[src/rss_pkg.sv]
package rss_pkg;

  // data widths fixed by the interface
  localparam int DIST_W  = 12;
  localparam int ANGLE_W = 11;
  localparam int SLOT_W  = 4;
  localparam int WIDTH_W = 23;
  localparam int SKIP_W  = 7;
  localparam int STEP_W  = 4;
  localparam int CFG_W   = 12;

  // result queue
  localparam int FIFO_DEPTH = 8;
  localparam int FIFO_PTR_W = 3;
  localparam int FIFO_CNT_W = 4;

  // register reset values
  localparam logic [DIST_W-1:0] NEAR_THRESHOLD_RST = 12'd100;
  localparam logic [SKIP_W-1:0] SKIP_COUNT_RST     = 7'd3;
  localparam logic [SKIP_W-1:0] MIN_SPAN_RST       = 7'd2;
  localparam logic [STEP_W-1:0] ANGLE_STEP_RST     = 4'd2;

  typedef enum logic [1:0] {
    REG_NEAR_THRESHOLD = 2'd0,
    REG_SKIP_COUNT     = 2'd1,
    REG_MIN_SPAN       = 2'd2,
    REG_ANGLE_STEP     = 2'd3
  } reg_index_t;

  typedef enum logic {
    KIND_OBJECT  = 1'b0,
    KIND_SUMMARY = 1'b1
  } kind_t;

  // what the segmenter hands to the result stage, registered in the cycle after a request
  typedef struct packed {
    logic               valid;
    logic               obj;
    logic               sum;
    logic [SLOT_W-1:0]  obj_slot;
    logic [ANGLE_W-1:0] obj_mid_ang;
    logic [ANGLE_W-1:0] obj_span;
    logic [SLOT_W-1:0]  sum_slot;
    logic [ANGLE_W-1:0] sum_angle;
    logic [ANGLE_W-1:0] sum_span;
  } seg_req_t;

  typedef struct packed {
    kind_t              kind;
    logic [SLOT_W-1:0]  slot;
    logic [ANGLE_W-1:0] angle;
    logic [DIST_W-1:0]  mid_dist;
    logic [ANGLE_W-1:0] span;
    logic [WIDTH_W-1:0] width;
    logic               last;
  } result_t;

endpackage

[src/range_sweep_object_segmenter.sv]
// range sweep object segmenter: takes one range sample per sweep position,
// stores it in a sample memory (one write and one read port, registered
// read) and tracks runs of near samples. a closing run reads back its
// midpoint sample and yields an object record if a slot is free; the sample
// marked sweep_end also yields a summary naming the smallest-span object,
// then clears the slots and run state. a request is taken every cycle as
// long as the result queue has room: each request may cause up to two
// records, which pass a registered request stage and an eight-entry queue,
// so sustained rate is one sample per cycle while the output side keeps
// up and records stay at no more than one per sample on average.
// registers on the cfg port take effect with the next sample and should be
// written while the block is idle.
module range_sweep_object_segmenter #(
  parameter int MAX_POSITIONS = 128,
  parameter int MAX_OBJECTS   = 8
) (
  input  logic                          clk,
  input  logic                          rst,
  // configuration write port
  input  logic                          cfg_wr_en,
  input  rss_pkg::reg_index_t           cfg_index,
  input  logic [rss_pkg::CFG_W-1:0]     cfg_data,
  // sample requests
  input  logic                          in_valid,
  output logic                          in_ready,
  input  logic [rss_pkg::DIST_W-1:0]    distance,
  input  logic                          sweep_end,
  // result requests
  output logic                          out_valid,
  input  logic                          out_ready,
  output logic                          record_kind,
  output logic [rss_pkg::SLOT_W-1:0]    slot,
  output logic [rss_pkg::ANGLE_W-1:0]   mid_angle,
  output logic [rss_pkg::DIST_W-1:0]    mid_distance,
  output logic [rss_pkg::ANGLE_W-1:0]   span,
  output logic [rss_pkg::WIDTH_W-1:0]   width,
  output logic                          last_of_run
);
  import rss_pkg::*;

  localparam int POS_W = $clog2(MAX_POSITIONS);

  logic                 accept;
  logic                 mem_we, mem_re;
  logic [POS_W-1:0]     mem_waddr, mem_raddr;
  logic [DIST_W-1:0]    mem_wdata, mem_rdata;
  seg_req_t             s1;
  result_t              obj_rec, sum_rec, wr0, head;
  logic [1:0]           push_n;
  logic [FIFO_CNT_W-1:0] count;
  logic                 pop;

  assign accept = in_valid && in_ready;

  // sweep state machine and run detection
  rss_seg_ctrl #(
    .MAX_POSITIONS(MAX_POSITIONS),
    .MAX_OBJECTS  (MAX_OBJECTS)
  ) u_ctrl (
    .clk      (clk),
    .rst      (rst),
    .cfg_wr_en(cfg_wr_en),
    .cfg_index(cfg_index),
    .cfg_data (cfg_data),
    .accept   (accept),
    .distance (distance),
    .sweep_end(sweep_end),
    .mem_we   (mem_we),
    .mem_waddr(mem_waddr),
    .mem_wdata(mem_wdata),
    .mem_re   (mem_re),
    .mem_raddr(mem_raddr),
    .s1       (s1)
  );

  // sample store, one entry per sweep position
  rss_sample_mem #(
    .DEPTH(MAX_POSITIONS)
  ) u_mem (
    .clk  (clk),
    .we   (mem_we),
    .waddr(mem_waddr),
    .wdata(mem_wdata),
    .re   (mem_re),
    .raddr(mem_raddr),
    .rdata(mem_rdata)
  );

  // second stage: midpoint sample is back, form the records
  always_comb begin
    obj_rec.kind     = KIND_OBJECT;
    obj_rec.slot     = s1.obj_slot;
    obj_rec.angle    = s1.obj_mid_ang;
    obj_rec.mid_dist = mem_rdata;
    obj_rec.span     = s1.obj_span;
    // width is midpoint distance times span, 12 x 11 bits
    obj_rec.width = {{(WIDTH_W - DIST_W){1'b0}}, mem_rdata} *
                    {{(WIDTH_W - ANGLE_W){1'b0}}, s1.obj_span};
    obj_rec.last  = !s1.sum;

    sum_rec.kind     = KIND_SUMMARY;
    sum_rec.slot     = s1.sum_slot;
    sum_rec.angle    = s1.sum_angle;
    sum_rec.mid_dist = '0;
    sum_rec.span     = s1.sum_span;
    sum_rec.width    = '0;
    sum_rec.last     = 1'b1;

    wr0    = s1.obj ? obj_rec : sum_rec;
    push_n = s1.valid ? (2'(s1.obj) + 2'(s1.sum)) : 2'd0;
  end

  rss_result_fifo u_fifo (
    .clk   (clk),
    .rst   (rst),
    .push_n(push_n),
    .wr0   (wr0),
    .wr1   (sum_rec),
    .pop   (pop),
    .head  (head),
    .count (count)
  );

  // room for what the second stage holds plus two records of a new request
  assign in_ready = ((FIFO_CNT_W + 1)'(count) + (FIFO_CNT_W + 1)'(push_n)) <=
                    (FIFO_CNT_W + 1)'(FIFO_DEPTH - 2);

  assign out_valid    = (count != '0);
  assign pop          = out_valid && out_ready;
  assign record_kind  = head.kind;
  assign slot         = head.slot;
  assign mid_angle    = head.angle;
  assign mid_distance = head.mid_dist;
  assign span         = head.span;
  assign width        = head.width;
  assign last_of_run  = head.last;

endmodule

[src/rss_sample_mem.sv]
module rss_sample_mem #(
  parameter int DEPTH = 128
) (
  input  logic                             clk,
  input  logic                             we,
  input  logic [$clog2(DEPTH)-1:0]         waddr,
  input  logic [rss_pkg::DIST_W-1:0]       wdata,
  input  logic                             re,
  input  logic [$clog2(DEPTH)-1:0]         raddr,
  output logic [rss_pkg::DIST_W-1:0]       rdata
);
  import rss_pkg::*;

  logic [DIST_W-1:0] mem [DEPTH];

  always_ff @(posedge clk) begin
    if (we) begin
      mem[waddr] <= wdata;
    end
    if (re) begin
      rdata <= mem[raddr];
    end
  end

endmodule

[src/rss_seg_ctrl.sv]
module rss_seg_ctrl #(
  parameter int MAX_POSITIONS = 128,
  parameter int MAX_OBJECTS   = 8
) (
  input  logic                                 clk,
  input  logic                                 rst,
  input  logic                                 cfg_wr_en,
  input  rss_pkg::reg_index_t                  cfg_index,
  input  logic [rss_pkg::CFG_W-1:0]            cfg_data,
  input  logic                                 accept,
  input  logic [rss_pkg::DIST_W-1:0]           distance,
  input  logic                                 sweep_end,
  output logic                                 mem_we,
  output logic [$clog2(MAX_POSITIONS)-1:0]     mem_waddr,
  output logic [rss_pkg::DIST_W-1:0]           mem_wdata,
  output logic                                 mem_re,
  output logic [$clog2(MAX_POSITIONS)-1:0]     mem_raddr,
  output rss_pkg::seg_req_t                    s1
);
  import rss_pkg::*;

  localparam int POS_W  = $clog2(MAX_POSITIONS);
  localparam int CMP_W  = POS_W + 8;
  localparam int OBJ_W  = $clog2(MAX_OBJECTS + 1);
  localparam int BEST_W = (MAX_OBJECTS > 1) ? $clog2(MAX_OBJECTS) : 1;
  localparam int EXT_W  = OBJ_W + SLOT_W;
  localparam logic [POS_W-1:0] LAST_POS = POS_W'(MAX_POSITIONS - 1);

  // configuration
  logic [DIST_W-1:0] near_threshold;
  logic [SKIP_W-1:0] skip_count;
  logic [SKIP_W-1:0] min_span;
  logic [STEP_W-1:0] angle_step;

  // run state
  logic [POS_W-1:0]   position, position_next;
  logic               in_run, in_run_next;
  logic [POS_W-1:0]   run_start, run_start_next;
  logic [OBJ_W-1:0]   objects_found, objects_found_next;
  logic [BEST_W-1:0]  best_slot, best_slot_next;
  logic [ANGLE_W-1:0] best_span, best_span_next;
  logic [ANGLE_W-1:0] best_angle, best_angle_next;
  seg_req_t           s1_next;

  logic               start_ok, end_ok, emit_obj, better;
  logic [POS_W-1:0]   len, mid;
  logic [ANGLE_W-1:0] ang, sp;
  logic [CMP_W-1:0]   p_ext, end_limit;
  logic [POS_W:0]     p_inc;
  logic [EXT_W-1:0]   obj_num, best_ext;

  always_ff @(posedge clk) begin
    if (rst) begin
      near_threshold <= NEAR_THRESHOLD_RST;
      skip_count     <= SKIP_COUNT_RST;
      min_span       <= MIN_SPAN_RST;
      angle_step     <= ANGLE_STEP_RST;
    end else if (cfg_wr_en) begin
      case (cfg_index)
        REG_NEAR_THRESHOLD: near_threshold <= cfg_data;
        REG_SKIP_COUNT:     skip_count     <= cfg_data[SKIP_W-1:0];
        REG_MIN_SPAN:       min_span       <= cfg_data[SKIP_W-1:0];
        REG_ANGLE_STEP:     angle_step     <= cfg_data[STEP_W-1:0];
        default: ;
      endcase
    end
  end

  always_comb begin
    p_ext     = CMP_W'(position);
    end_limit = CMP_W'(run_start) + CMP_W'(min_span);
    start_ok  = (p_ext >= CMP_W'(skip_count)) && (distance < near_threshold);
    end_ok    = in_run && (distance > near_threshold) && (p_ext > end_limit);
    emit_obj  = accept && end_ok && (objects_found < OBJ_W'(MAX_OBJECTS));

    // run covers run_start .. position-1
    len = position - POS_W'(1) - run_start;
    mid = run_start + (len >> 1);
    ang = ANGLE_W'(angle_step) * ANGLE_W'(mid);
    sp  = ANGLE_W'(angle_step) * ANGLE_W'(len);
    better = (objects_found == '0) || (sp < best_span);

    p_inc   = (POS_W + 1)'(position) + (POS_W + 1)'(1);
    obj_num = EXT_W'(objects_found) + EXT_W'(1);

    position_next      = position;
    in_run_next        = in_run;
    run_start_next     = run_start;
    objects_found_next = objects_found;
    best_slot_next     = best_slot;
    best_span_next     = best_span;
    best_angle_next    = best_angle;

    if (accept) begin
      if (!in_run) begin
        if (start_ok) begin
          in_run_next    = 1'b1;
          run_start_next = position;
        end
      end else if (end_ok) begin
        in_run_next = 1'b0;
      end
      if (emit_obj) begin
        objects_found_next = objects_found + OBJ_W'(1);
        if (better) begin
          best_slot_next  = objects_found[BEST_W-1:0];
          best_span_next  = sp;
          best_angle_next = ang;
        end
      end
      if (p_inc < (POS_W + 1)'(MAX_POSITIONS)) begin
        position_next = p_inc[POS_W-1:0];
      end else begin
        position_next = LAST_POS;
      end
    end

    best_ext = EXT_W'(best_slot_next);

    s1_next.valid       = accept;
    s1_next.obj         = emit_obj;
    s1_next.sum         = accept && sweep_end;
    s1_next.obj_slot    = obj_num[SLOT_W-1:0];
    s1_next.obj_mid_ang = ang;
    s1_next.obj_span    = sp;
    s1_next.sum_slot    = best_ext[SLOT_W-1:0];
    s1_next.sum_angle   = best_angle_next;
    s1_next.sum_span    = best_span_next;

    // end of sweep: clear slots and run state after the summary is taken
    if (accept && sweep_end) begin
      position_next      = '0;
      in_run_next        = 1'b0;
      run_start_next     = '0;
      objects_found_next = '0;
      best_slot_next     = '0;
      best_span_next     = '0;
      best_angle_next    = '0;
    end
  end

  always_ff @(posedge clk) begin
    if (rst) begin
      position      <= '0;
      in_run        <= 1'b0;
      run_start     <= '0;
      objects_found <= '0;
      best_slot     <= '0;
      best_span     <= '0;
      best_angle    <= '0;
      s1            <= '0;
    end else begin
      position      <= position_next;
      in_run        <= in_run_next;
      run_start     <= run_start_next;
      objects_found <= objects_found_next;
      best_slot     <= best_slot_next;
      best_span     <= best_span_next;
      best_angle    <= best_angle_next;
      s1            <= s1_next;
    end
  end

  // midpoint always lies below the position being written, so no bypass
  assign mem_we    = accept;
  assign mem_waddr = position;
  assign mem_wdata = distance;
  assign mem_re    = emit_obj;
  assign mem_raddr = mid;

endmodule

[src/rss_result_fifo.sv]
module rss_result_fifo (
  input  logic                              clk,
  input  logic                              rst,
  input  logic [1:0]                        push_n,
  input  rss_pkg::result_t                  wr0,
  input  rss_pkg::result_t                  wr1,
  input  logic                              pop,
  output rss_pkg::result_t                  head,
  output logic [rss_pkg::FIFO_CNT_W-1:0]    count
);
  import rss_pkg::*;

  result_t               entries [FIFO_DEPTH];
  logic [FIFO_PTR_W-1:0] wr_ptr, rd_ptr;

  always_ff @(posedge clk) begin
    if (push_n != 2'd0) begin
      entries[wr_ptr] <= wr0;
    end
    if (push_n == 2'd2) begin
      entries[wr_ptr + FIFO_PTR_W'(1)] <= wr1;
    end
  end

  always_ff @(posedge clk) begin
    if (rst) begin
      wr_ptr <= '0;
      rd_ptr <= '0;
      count  <= '0;
    end else begin
      wr_ptr <= wr_ptr + FIFO_PTR_W'(push_n);
      if (pop) begin
        rd_ptr <= rd_ptr + FIFO_PTR_W'(1);
      end
      count <= count + FIFO_CNT_W'(push_n) - FIFO_CNT_W'(pop);
    end
  end

  assign head = entries[rd_ptr];

endmodule

[config.mk]
export PLATFORM = sky130hd
export DESIGN_NAME = range_sweep_object_segmenter
export DESIGN_NICKNAME = d
export VERILOG_FILES = /design/src/rss_pkg.sv /design/src/range_sweep_object_segmenter.sv /design/src/rss_sample_mem.sv /design/src/rss_seg_ctrl.sv /design/src/rss_result_fifo.sv
export SDC_FILE = /design/constraint.sdc
export NUM_CORES = 2
export LEC_CHECK = 0
export BUFFER_PORTS_ARGS = -buffer_cell sky130_fd_sc_hd__buf_4
export CAP_MARGIN = 5
export CORE_UTILIZATION = 60
export CTS_BUF_LIST = sky130_fd_sc_hd__clkbuf_2 sky130_fd_sc_hd__clkbuf_4 sky130_fd_sc_hd__clkbuf_8
export DETAILED_ROUTE_END_ITERATION = 10
export MAX_ROUTING_LAYER = met4
export PLACE_DENSITY = 0.8
export SYNTH_ARGS = -nofsm -noshare
export SYNTH_HDL_FRONTEND = slang
export SYNTH_SLANG_ARGS = --single-unit
export TNS_END_PERCENT = 20
[constraint.sdc]
create_clock -name clk -period 10.47 [get_ports clk]
set_input_delay 1.5705 -clock clk [delete_from_list [all_inputs] [get_ports clk]]
set_output_delay 1.5705 -clock clk [all_outputs]
set_load 0.02 [all_outputs]
Word-level counts from Yosys, hierarchy flattened
Memory sizes are Yosys's and may differ from the RTL's. A register that Yosys moved wholly into a read port is not among the register bits.
Cells that the tools add are included.
Widths: inputs -> output; s select.

word-level totals
  bits in registers = 139
  bits in writable memories = 2,040
  input bits = 32
  output and inout bits = 65
  word-level logic and storage cells = 100
  memories = 2

memory list
  name            words  bits a word  read ports  clocked after Yosys merged registers in  wr ports  RTL line               RTL
  u_mem.mem       128    12           1           1                                        1         rss_sample_mem.sv:14   logic [DIST_W-1:0] mem [DEPTH];
  u_fifo.entries  8      63           1           1                                        2         rss_result_fifo.sv:13  result_t entries [FIFO_DEPTH];

operators by class
  add/sub/neg operators = 14
  multipliers = 3
  $lt $le $gt $ge = 8
  equality and inequality tests = 4
  muxes and demuxes = 23
  bitwise logic cells = 1
  reduce and logical (&&, ||, !) cells = 21

operators with widths
  operator             count
  $mux 11              6
  $mux 63              1
  $mul 12x11->23       1
  $mul 4x7->11         2
  $gt 7x15->1          1
  $mux 3               5
  $gt 12x12->1         1
  $lt 12x12->1         1
  $lt 11x11->1         1
  $reduce_and 2->1     5
  $mux 1               9
  $add 4x1->4 const B  2
  $add 7x1->8 const B  1
  $add 7x7->8          1
  $logic_and 1x1->1    8
  $lt 8x8->1 const B   1
  $add 7x6->7          1
  $ge 7x7->1           1
  $mux 7               1
  $sub 7x1->7 const B  1
  $sub 7x7->7          1
  $add 3x1->3 const B  2
  $eq 2x2->1 const B   3
  $add 4x2->5          1
  17 further kinds     17

Depth between registers and ports, before layout
  word-level depth = 9
  depth in mapped cells = 28
  depth with buffers taken out = 26

Hierarchy
From an unflattened synthesis, not the netlist that was laid out.

second synthesis, totals
  cell total of the unflattened synthesis = 5,235
  area total of the unflattened synthesis = 98,016.5 sq um

by module, submodules not included
  module                        instances  cells each  area each (sq um)  sequential area each (sq um)
  rss_sample_mem                1          2,362       59,248.1           46,484.6
  rss_result_fifo               1          1,362       25,715.9           15,394.8
  rss_seg_ctrl                  1          890         7,895.1            2,562.5
  range_sweep_object_segmenter  1          621         5,157.4            0.0

Worst setup path after synthesis
Ideal clock, no wire load.

  path type = register to register
  start point = reg u_ctrl.position[1] (netlist: u_ctrl.mem_waddr[1])
  end point = reg u_ctrl.s1[4] (netlist name)
  setup time = 0.128 ns
  arrival time = 5.726 ns
  data required time = 10.342 ns
  setup slack = 4.616 ns
  stages on the path, launching flop included = 27
  buffers on the path = 3
  period minus slack after synthesis = 5.854 ns
  path through = dfxtp_1 -> clkbuf_1 -> inv_1 -> fa_1 -> nor2b_1 -> o21ai_0 -> a21oi_1 -> nor2_1 -> and2_1 -> fa_1 -> inv_1 -> fa_1 -> inv_1 -> ha_1 -> o21ai_0 -> nor2_1 -> o41ai_1 -> xnor2_1 -> ha_1 -> a21o_1 -> a221oi_1 -> o31ai_1 -> a2111oi_2 -> buf_6 -> buf_12 -> mux2i_1 -> nor2_1

RTL lines
  what                    RTL line             RTL
  start, declared         rss_seg_ctrl.sv:36   logic [POS_W-1:0] position, position_next;
  start signal, assigned  rss_seg_ctrl.sv:153  position <= position_next;

==> run metrics <==
Routed WL per cell ~27 um; clk_skew 0.0780 ns; drt drc 0; initial antenna violation count 12; hold_sp u_fifo.entries[3][15]; Post-DP Area slightly below 100000 um^2; synth warn 0; hpwl dp 139000 um; largest family of logic cells by synthesized area multiplexers; Sink Count 2193; die width 398 um; synthesized area per cell 15.2 um^2; critical path, cell by cell inv_1, fa_1, nor2b_1, o21ai_0, a21oi_1, nor2_1, and2_1, fa_1, inv_1, fa_1, inv_1, ha_1, o21ai_0, nor2_1, o41ai_1, xnor2_1, ha_1, a21o_1, a221oi_1, o31ai_1, a2111oi_4, buf_4, mux2i_1, nor2_1; layout cells sized above 1 ~21%; Final WS setup approximately 3.7 ns; Port Buffer Count 96; adder-cell share of the synthesized area 4.62%; vias after detailed routing 57.0k; Worst Max-Slew Pin Slew 1.32 ns; Final min period 6.76 ns; DRT Pass-1 Iters 9; Critical Path End Type flop; Num CTS Buffers 357; Leak 35.1 nW; top cell type's share of synthesized area 55.9%; H-Tree Depth 5; Synth Area in XOR/XNOR less than 1%; dominant cell by count in the synthesized netlist edfxtp_1; Final Instance Area 104000 um^2; CTS max path bufs 4; WHS Endpoint u_fifo.entries[3][15]; Critical path buffers and inverters 4; RSZ-0062 raised after global routing no; status completed; vias in the first global route 57.1k; hold_buf cts 0; CP required 11.35 ns; reg2reg end u_ctrl.s1[4]; post-CTS setup buffer count 0; Synth area leaders edfxtp_1 (56%), mux4_2 (12%), dfxtp_1 (9.5%); leading area contributor after synthesis edfxtp_1; synth unique cells 73; total track usage a little under a third; Syn Nets 6507; total negative slack 0 ns; nets 6697; row count between 100 and 150; core area 155000 um^2; hold path depth 2; worst-path fanout max 28; Synth top cells by count edfxtp_1 (1748), nand2_1 (868), mux4_2 (510), dfxtp_1 (445), o21ai_0 (419); Initial Util about three fifths; R2R setup slack between 3 and 4 ns; power density over cell area 247 nW/um^2; Crit path max-delay family adder cells; Iteration-0 DRC Markers 7479; RD Place Congestion 0.860; relative slew slack about an eighth; Hold WC Path Type flop to flop; WS Path Type flop to flop; register area share after synthesis 65.3%; fmax 148 MHz; Post-CTS Resized 0; first-pass GRT wire length 354000 um; crit share post-route 64.6%; area of the mapped netlist approximately 94000 um^2; post-synthesis mux area share around 14%; CP max-delay cell dfxtp_1; fin. max-slew vios 0; die area 158000 um^2; CTS root buf clkbuf_8; Final Hold Viols 0; DP Worst Slack 3.81 ns; gr ovfl total 0; total wire length 238000 um; IO Pins 97; later-pin clock latency in the skew report 1.11 ns; vias per cell 6.54; Setup violations, final 0; ys async rst share 0%; crit path DAT 7.65 ns; Cells after Synth 6197; Top FF cell, synth edfxtp_1; Synth Area in Simple Gates 7.15%; Synth Register Bits about 2.2k; compound-cell area share of the yosys netlist 5.65%; largest net degree at the start of global routing 163; max_cap viols 0; number of synthesized flops with an enable pin 1748; crit-path max cell delay roughly 0.55 ns; CTS tree built; worst vdd ir approximately 0.00033 V; remaining antenna violation count 0; crit path launch type flop; Worst R2R Start u_ctrl.mem_waddr[1]; die height 398 um; CTS clk-pin slew, worst paths roughly 0.060 ns; Worst Reg2Reg Path Length in Cells 24; Syn-to-layout area delta 10.4%
-- report_power, final --
part / internal (mW) / switching (mW) / leakage, nW
clock network: 3.95 / 3.31 / 3.64
logic: 3.43 / 5.29 / 12.1
registers: 9.49 / 0.159 / 19.4
total: 16.9 / 8.76 / 35.1
-- logic make-up (layout without fill, tap and decap cells) --
group                    Yosys count  after routing
XOR/XNOR                          58             58
AO/OA/AOI/OAI                    832            832
flip-flops                      2193           2193
multiplexers                     657            657
adder cells (fa/ha/maj)          278            278
buffers and inverters            632           1083
AND/OR/NAND/NOR                 1547           1547
other                              0             15
-- per-layer routing --
layer / wire length [um] / vias up / track usage, %
met4: 10800 / 0 / 14.3
li1: - / 23800 / -
met2: 114000 / 3970 / 47.6
met5: 0 / - / -
met3: 27800 / 755 / 6.67
met1: 85600 / 28400 / 40.2
-- cells in the final DEF, fill, tap and decap left out, types with 99 or more instances in the layout --
| master | synthesis | final |
|---|---|---|
| a22o_1 | 99 | 99 |
| clkbuf_4 | 0 | 124 |
| ha_1 | 163 | 162 |
| mux4_2 | 510 | 510 |
| dfxtp_1 | 445 | 441 |
| fa_1 | 115 | 114 |
| nand2_1 | 868 | 867 |
| inv_1 | 229 | 221 |
| edfxtp_1 | 1748 | 1748 |
| clkbuf_8 | 0 | 374 |
| nor2_1 | 307 | 294 |
| o21ai_0 | 419 | 419 |
| and2_1 | 121 | 120 |
| buf_4 | 9 | 223 |
| nand4_1 | 108 | 108 |
-- area by class of cell --
type                    count  area (um^2)
fillers                 10100        51000
multi-input cells        3372        30200
inverters                 229          860
repair buffers            234         1870
flip-flops and latches   2193        61400
well taps                2044         2560
diodes                     15         37.5
clock buffers             498         6080
clock inverters           122          766
-- metrics by stage --
step	hold WS [ns]	cells	power, mW	utilization [%]
3_5_place_dp	0.437	8068	18.5	62.6
5_1_grt	0.467	8702	26.7	67.0
6_report	0.448	8707	25.6	67.0
3_3_place_gp	0.428	8068	18.3	62.6
4_1_cts	0.450	8688	25.6	67.0
2_1_floorplan	0.420	6197	15.9	-
-- how the worst max path moves through the flow --
stage / startpoint / end / slack (ns) / cells past startpoint
2_1_floorplan: u_ctrl.mem_waddr[1] / u_ctrl.s1[4] / 4.62 / 26
3_3_place_gp: u_ctrl.mem_waddr[1] / u_ctrl.s1[21] / 3.96 / 19
3_5_place_dp: u_ctrl.mem_waddr[1] / u_ctrl.s1[21] / 3.81 / 19
4_1_cts: u_ctrl.mem_waddr[1] / u_ctrl.s1[21] / 3.77 / 19
5_1_grt: u_ctrl.mem_waddr[1] / u_ctrl.s1[4] / 3.20 / 24
6_report: u_ctrl.mem_waddr[1] / u_ctrl.s1[4] / 3.71 / 24
-- worst min-delay path: stages, from the launching register on --
cell and delay (ns):
dfxtp_1 0.32, nand2_1 0.04, o21ai_0 0.05
-- registers in the layout, indices dropped and copies added (netlist names), 4 cells and up, named ones only --
| name | cells |
|---|---|
| u_fifo.count | 4 |
| u_ctrl.angle_step | 4 |
| u_ctrl.best_angle | 11 |
| u_ctrl.near_threshold | 12 |
| u_fifo.entries | 504 |
| u_ctrl.best_span | 11 |
| u_ctrl.s1 | 54 |
| u_mem.rdata | 12 |
| u_ctrl.min_span | 7 |
| u_ctrl.skip_count | 7 |
| u_ctrl.run_start | 7 |
| u_mem.mem | 1536 |
| u_ctrl.objects_found | 4 |
| u_ctrl.mem_waddr | 7 |
(Power assumes the default switching activity.)
